--- src/ofl_pkg.sv ---
// Shared constants, types and codes of the ordered frame list.
package ofl_pkg;
    localparam int DEPTH      = 16;
    localparam int VALUE_BITS = 12;
    localparam int IDX_W      = $clog2(DEPTH);
    localparam int CNT_W      = $clog2(DEPTH + 1);

    typedef logic [VALUE_BITS-1:0] t_value;
    typedef logic [IDX_W-1:0]      t_idx;
    typedef logic [CNT_W-1:0]      t_count;

    typedef enum logic [1:0] {
        KIND_APPEND = 2'd0,
        KIND_REMOVE = 2'd1,
        KIND_POP    = 2'd2,
        KIND_TEST   = 2'd3
    } t_kind;

    typedef enum logic [1:0] {
        STATUS_OK      = 2'd0,
        STATUS_MISSING = 2'd1,
        STATUS_FULL    = 2'd2
    } t_status;

    typedef enum logic [1:0] {
        S_IDLE,
        S_MATCH,
        S_APPLY
    } t_state;

    typedef struct packed {
        logic load_req;
        logic load_match;
        logic apply;
    } t_dp_cmd;

    typedef struct packed {
        logic out_busy;
    } t_dp_stat;
endpackage

--- src/ofl_dp.sv ---
// Datapath: entry store, parallel compare, gap closing and response register.
module ofl_dp
    import ofl_pkg::*;
(
    input  logic        i_clk,
    input  logic        i_rst_n,
    input  t_dp_cmd     i_cmd,
    output t_dp_stat    o_stat,
    input  logic [1:0]  i_kind,
    input  t_value      i_value,
    input  logic        i_rsp_ready,
    output logic        o_rsp_valid,
    output logic [1:0]  o_status,
    output t_value      o_data,
    output t_count      o_occupancy
);
    t_kind              r_kind;
    t_value             r_value;
    logic [DEPTH-1:0]   r_match;
    t_value             r_store [DEPTH];
    t_value             n_store [DEPTH];
    t_count             r_count;
    t_count             n_count;
    logic               r_out_valid;
    t_status            r_status;
    t_status            n_status;
    t_value             r_data;
    t_value             n_data;

    logic               found;
    t_idx               hit_pos;
    t_idx               sh_pos;
    t_idx               wr_idx;
    logic               do_write;
    logic               do_shift;

    assign wr_idx = r_count[IDX_W-1:0];

    // first match nearest the head
    always_comb begin
        found   = 1'b0;
        hit_pos = '0;
        for (int i = DEPTH - 1; i >= 0; i--) begin
            if (r_match[i]) begin
                found   = 1'b1;
                hit_pos = t_idx'(i);
            end
        end
    end

    always_comb begin
        n_count  = r_count;
        n_status = STATUS_OK;
        do_write = 1'b0;
        do_shift = 1'b0;
        sh_pos   = hit_pos;
        unique case (r_kind)
            KIND_APPEND: begin
                if (r_count == t_count'(DEPTH)) begin
                    n_status = STATUS_FULL;
                end else begin
                    do_write = 1'b1;
                    n_count  = r_count + t_count'(1);
                end
            end
            KIND_REMOVE: begin
                if (found) begin
                    do_shift = 1'b1;
                    n_count  = r_count - t_count'(1);
                end else begin
                    n_status = STATUS_MISSING;
                end
            end
            KIND_POP: begin
                sh_pos = '0;
                if (r_count == '0) begin
                    n_status = STATUS_MISSING;
                end else begin
                    do_shift = 1'b1;
                    n_count  = r_count - t_count'(1);
                end
            end
            KIND_TEST: begin
                if (!found) begin
                    n_status = STATUS_MISSING;
                end
            end
        endcase
        n_data = do_shift ? r_store[sh_pos] : '0;
    end

    always_comb begin
        for (int i = 0; i < DEPTH; i++) begin
            n_store[i] = r_store[i];
            if (do_write && (t_idx'(i) == wr_idx)) begin
                n_store[i] = r_value;
            end
        end
        for (int i = 0; i < DEPTH - 1; i++) begin
            if (do_shift && (t_idx'(i) >= sh_pos)) begin
                n_store[i] = r_store[i+1];
            end
        end
    end

    always_ff @(posedge i_clk) begin
        if (i_cmd.load_req) begin
            r_kind  <= t_kind'(i_kind);
            r_value <= i_value;
        end
        if (i_cmd.load_match) begin
            for (int i = 0; i < DEPTH; i++) begin
                r_match[i] <= (r_store[i] == r_value) && (t_count'(i) < r_count);
            end
        end
        if (i_cmd.apply) begin
            r_store  <= n_store;
            r_status <= n_status;
            r_data   <= n_data;
        end
    end

    always_ff @(posedge i_clk) begin
        if (!i_rst_n) begin
            r_count     <= '0;
            r_out_valid <= 1'b0;
        end else begin
            if (i_cmd.apply) begin
                r_count     <= n_count;
                r_out_valid <= 1'b1;
            end else if (i_rsp_ready) begin
                r_out_valid <= 1'b0;
            end
        end
    end

    assign o_stat.out_busy = r_out_valid && !i_rsp_ready;
    assign o_rsp_valid     = r_out_valid;
    assign o_status        = r_status;
    assign o_data          = r_data;
    assign o_occupancy     = r_count;
endmodule

--- config.mk ---
export PLATFORM = sky130hd
export DESIGN_NAME = ofl_dp
export DESIGN_NICKNAME = d
export VERILOG_FILES = /design/src/ofl_pkg.sv /design/src/ofl_dp.sv
export SDC_FILE = /design/constraint.sdc
export NUM_CORES = 1
export LEC_CHECK = 0
export ABC_AREA = 1
export BUFFER_PORTS_ARGS = -buffer_cell sky130_fd_sc_hd__clkbuf_2
export CAP_MARGIN = 20
export CELL_PAD_IN_SITES_DETAIL_PLACEMENT = 2
export CELL_PAD_IN_SITES_GLOBAL_PLACEMENT = 2
export CORE_MARGIN = 3
export CORE_UTILIZATION = 35
export CTS_CLUSTER_SIZE = 16
export DETAILED_ROUTE_END_ITERATION = 7
export PLACE_DENSITY = 0.85
export REMOVE_ABC_BUFFERS = 1
export SKIP_LAST_GASP = 1
export SYNTH_ARGS = -nofsm -noshare
export SYNTH_HDL_FRONTEND = slang
export SYNTH_SLANG_ARGS = --single-unit
export TNS_END_PERCENT = 50
--- constraint.sdc ---
create_clock -name i_clk -period 4.2 [get_ports i_clk]
set_clock_uncertainty 0.2 [all_clocks]
set_input_delay 0.63 -clock i_clk [delete_from_list [all_inputs] [get_ports i_clk]]
set_output_delay 0.63 -clock i_clk [all_outputs]
set_load 0.05 [all_outputs]
* Word-level counts from Yosys, hierarchy flattened
Cells that the tools add are included.
** Storage, ports and cells
- Bits of input ports :: 20
- Register bits after elaboration :: 242
- Memories kept :: 0
- Bits in writable memories :: 0
- Bits in latches :: 0
- Word-level logic and storage cells :: 264
- Output and inout port bits :: 21
- Bits in read-only memories :: 0
** Cells by class
- Add/subtract/negate cells :: 2
- Bitwise logic cells :: 1
- Order comparisons :: 32
- Equal/unequal tests :: 38
- Div/mod/pow operators :: 0
- Reductions and logical operators :: 87
- Shifts and indexed selects :: 0
- Multiplexer cells :: 81
- Multipliers :: 0
** Operators with widths (number)
- 12-bit 2-to-1 mux :: 32
- 12-bit equality test :: 16
- 4-bit 2-to-1 mux :: 17
- 12-bit binary-select mux with 4-bit select :: 1
- 1-bit logical AND :: 48
- 4-bit by 5-bit less-than comparator with 1-bit output (first input constant) :: 8
- 4-bit equality test (first input constant) :: 8
- 2-bit AND reduction :: 16
- 2-bit nonzero test :: 16
- 4-bit >= comparator (first input constant) :: 7
- 1-bit 2-to-1 mux :: 24
- 3-bit by 5-bit less-than comparator with 1-bit output (first input constant) :: 4
- 3-bit by 4-bit equality test with 1-bit output (first input constant) :: 4
- 3-bit by 4-bit >= comparator with 1-bit output (first input constant) :: 4
- 5-bit 2-to-1 mux :: 3
- 5-bit case mux with 3 select lines :: 1
- 1-bit by 5-bit less-than comparator with 1-bit output (first input constant) :: 2
- 2-bit by 5-bit less-than comparator with 1-bit output (first input constant) :: 2
- 2-bit by 4-bit equality test with 1-bit output (first input constant) :: 2
- 1-bit by 4-bit >= comparator with 1-bit output (first input constant) :: 2
- 2-bit by 4-bit >= comparator with 1-bit output (first input constant) :: 2
- 2-bit != test (second input constant) :: 3
- 2-bit case mux with 3 select lines :: 1
- 5-bit by 1-bit adder with 5-bit output (second input constant) :: 1
- 16 further kinds :: 17

* Logic depth before layout (Yosys ltp)
- Depth in word-level cells :: 21
- Depth in mapped cells :: 25

* Worst setup path before layout
OpenSTA, ideal clock, no wires.
- Path type :: register -> register
- Start :: register r_count[0], in the netlist o_occupancy[0]
- End :: register r_store[120] (netlist name), enable pin
- Arrival time :: 2.910 ns
- Period minus slack after synthesis :: 3.495 ns
- Setup time :: 0.385 ns
- Path buffers :: 1
- Setup slack :: 0.705 ns
- Stages on the path, launching flop included :: 13
- Path through :: dfxtp_1 inv_1 ha_1 inv_1 nor2_1 o22ai_2 nand2_4 nor2_8 inv_4 nor2_1 nor2_2 buf_4 a21oi_1
** Between the ends
- Cells in the longest elaborated chain, start to end :: 6
- Elaborated cells between the ends (all ways) :: 11
- Those cells by class :: eq/ne (2); mux (4); reduce/logical (5)
** Ends and longest elaborated chain
- start: declaration :: line ofl_dp.sv:22 : t_count r_count;
- start signal: assignment :: line ofl_dp.sv:129 : r_count <= n_count;
- 5-bit zero test or 5-bit equality test (tied branches) :: line ofl_dp.sv:76, ofl_dp.sv:59
- 1-bit 2-to-1 mux (on tied branches) :: line ofl_dp.sv:76, ofl_dp.sv:59
- 1-bit case mux with 2 select lines or 1-bit 2-to-1 mux (tied branches) :: line ofl_dp.sv:57 : unique case (r_kind)
- 1-bit logical AND (on tied branches) :: line ofl_dp.sv:100, ofl_dp.sv:95
- 2-bit nonzero test (no source line) *
- 2-bit AND reduction (no source line) *
- end signal: assignment :: line ofl_dp.sv:117 : r_store <= n_store;
- end: declaration :: line ofl_dp.sv:20 : t_value r_store [DEPTH];
Mark *: on every way between the ends. The rest lies on a longest branch, timed or not.
A chain may end at the register's enable or synchronous reset.

* Worst setup path after layout
- Start :: register r_count[0], in the netlist o_occupancy[0]
- End :: register r_store[186] (netlist name), enable pin
Same word-level chain as after synthesis.

==> flow_summary.json <==
{
  "setup_viol": 0,
  "drt_wl_total_um": 73300,
  "cp-start-kind": "flip-flop",
  "synth_flop_cell": "edfxtp_1",
  "antenna_found_initial": 0,
  "finalCritPeriodShare": 0.937,
  "fin_nets": 1939,
  "start_util": 0.359,
  "pwr_density_cell_nw_per_um2": 416,
  "ys_warn_count": 0,
  "synth_top_area_cell": "edfxtp_1",
  "vias_per_cell": 6.08,
  "cellLeakagePower_nw": 7.10,
  "final_hold_viol_count": 0,
  "cts_root_buffer": "clkbuf_16",
  "end_kind": "flip-flop",
  "hold_depth": 1,
  "synth-seq-cells": 242,
  "cts_resized": 0,
  "r2r.worst_path.cells": 11,
  "drc": 0,
  "finalCriticalPeriod_ps": 3940,
  "worstMarginPinSlew_ps": 1030,
  "wl_per_cell_um": 29.3,
  "stdcell_count": 2507,
  "comb_power_share": 0.238,
  "place_inst": 2448,
  "die_area_sq_um": 46200,
  "synth_area_leaders": "edfxtp_1 46%, nand2_1 13%, nand3_1 6.8%",
  "max_freq_mhz": 254,
  "cts_tree": "built",
  "outcome": "complete, no violations",
  "dr.first_iter.drc_count": 1616,
  "clock_path_buffers": 3,
  "num_vias": 15200,
  "areaGrowthSynthToFinish_pct": 11.2,
  "first_global_vias": 16400,
  "die-height_um": 215,
  "drive_gt1_frac": 0.0964,
  "final.setup.tns_ps": 0,
  "rows": 75,
  "diodes": 0,
  "hold_start": "i_value[0]",
  "p_int_w": 0.00458,
  "async_flop_share": 0,
  "cpMaxStageDelayCell": "a21oi_2",
  "seq_power_share": 0.423,
  "cap_violations": 0,
  "fillers": 4789,
  "synth_area_per_cell_sq_um": 8.03,
  "netlist_instances": 1902,
  "fin_util": 0.400,
  "cpPeakStageDelay_ps": 760,
  "crit_arrival_ps": 3940,
  "postRouteAntennaNets": 0,
  "synth-edff-count": 236,
  "crit_type": "flip-flop to flip-flop",
  "core_area_sq_um": 42500,
  "num_io_pins": 41,
  "crit_path_max_fanout": 26,
  "grt_max_degree": 98,
  "h-tree-depth": 1,
  "clk_latency_ps": 590,
  "p_clk_frac": 0.339,
  "ir_worst_vdd_mv": 0.312,
  "r2r_slack_ps": 260,
  "r2r_start": "o_occupancy[0]$_SDFFE_PN0P_",
  "dpl_cell_area_sq_um": 16100,
  "cts_buffers": 28,
  "switching_power_w": 0.00249,
  "r2r-end": "r_store[186]$_DFFE_PP_",
  "synthTopCellsByCount": "541 x nand2_1, 243 x inv_1, 236 x edfxtp_1",
  "synth_top_area_frac": 0.464,
  "place_congestion": 0.925,
  "required_ps": 4200,
  "grt_overflow": 0,
  "clkSlewWorstSetupHoldPaths_ps": 70,
  "finalInstanceArea_sq_um": 17000,
  "final_max_slew_viol_count": 0,
  "synth_cell_types": 53,
  "worstHoldEndpoint": "r_value[0]$_DFFE_PP_",
  "numClockSinks": 242,
  "hold_class": "primary input to flip-flop",
  "die_w_um": 215,
  "first_pass_iters": 5,
  "rsz0062_at_grt": "no",
  "cp_cell_sequence": "inv_1, ha_1, inv_1, nor2_1, o22ai_2, nand2_4, nor2_8, inv_4, nor3_4, nand2_4, a21oi_2",
  "post-synth-top-count-cell": "nand2_1",
  "grt.total_usage": 0.309,
  "p_total_w": 0.00707,
  "grt_pass1_wl_um": 109000,
  "synthesis.area_sq_um": 15300,
  "max_slew_margin": 0.315,
  "yosysSeqAreaShare": 0.472,
  "swShare": 0.352,
  "io_buffers": 40,
  "hpwl_um": 48400
}
[power by group through the flow]
stage,combinational (W),clock [W],sequential (W)
3_3_place_gp,0.00148,0,0.00302
5_1_grt,0.00179,0.00249,0.00301
6_report,0.00168,0.00240,0.00300
4_1_cts,0.00163,0.00241,0.00299
2_1_floorplan,0.000825,0,0.00310
3_5_place_dp,0.00158,0,0.00304
[cell type report]
cell class                      count  area, sq um  share of cell area
Clock buffer                       35          727              0.0428
Clock inverter                     16          105             0.00619
Inverter                          254          956              0.0563
Multi-Input combinational cell   1281         6550               0.386
Sequential cell                   242         7210               0.424
Tap cell                          577          722              0.0425
Timing Repair Buffer              102          716              0.0421
[critical path, delay by kind of cell (launching register included)]
kind | cells | cell delay [ps]
AOI/OAI and AO/OA | 2 | 950
adders and majority gates | 1 | 290
buffers and inverters | 3 | 490
and+or+nand+nor | 5 | 1040
DFF | 1 | 540
[per-stage QoR]
stage,hold WS (ps),worst slack (ps)
after floorplan,325,-979
after global placement,336,486
after detailed placement,367,171
after CTS,0.299,108
after global routing,19.8,33.8
final,19.2,264
[cells by family after synthesis]
family / count (synthesis) / synth area share
and+or+nand+nor: 883 / 0.254
buffers and inverters: 379 / 0.100
AOI/OAI and AO/OA: 327 / 0.131
DFF: 242 / 0.472
xor gates and xnor gates: 61 / 0.0350
adders and majority gates: 10 / 0.00819
[worst max-delay path by stage]
stage                                      startpoint  slack (ps)  cells after the start                     end
after CTS                 o_occupancy[0]$_SDFFE_PN0P_         110                     12  r_store[128]$_DFFE_PP_
after global routing      o_occupancy[0]$_SDFFE_PN0P_          30                     11  r_store[186]$_DFFE_PP_
after global placement    o_occupancy[0]$_SDFFE_PN0P_         490                     12  r_store[127]$_DFFE_PP_
after detailed placement  o_occupancy[0]$_SDFFE_PN0P_         170                     12  r_store[128]$_DFFE_PP_
after floorplan                   r_kind[0]$_DFFE_PP_        -980                     10   r_store[12]$_DFFE_PP_
final                     o_occupancy[0]$_SDFFE_PN0P_         260                     11  r_store[186]$_DFFE_PP_
[flip-flops by register name, indices dropped and copies added, names as in the netlist]
name	count
r_kind	2
r_match	16
o_status	2
o_rsp_valid	1
o_data	12
r_value	12
r_store	192
o_occupancy	5
[cell usage in the layout, fill, tap and decap left out, types with 32 or more instances in the layout]
cell type | Yosys | layout
xnor2_1 | 40 | 40
a221oi_1 | 32 | 32
buf_4 | 15 | 55
edfxtp_1 | 236 | 236
o21ai_0 | 146 | 146
inv_1 | 243 | 243
nand3_1 | 208 | 208
o22ai_1 | 62 | 62
clkbuf_2 | 3 | 40
nand2_1 | 541 | 541
nor2_1 | 52 | 52
[per-layer routing]
metal	track usage	part of all wire
met3	0.0514	0.073
met5	0	0
met1	0.378	0.39
met2	0.518	0.47
met4	0.176	0.071
[repair_timing]
action / CTS / global route
endpoints found under the setup margin: 0 / 0
hold buffers: 4 / 0
buffers inserted: 0 / 0
endpoints found under the hold margin: 4 / 0
(Power assumes the default switching activity.)
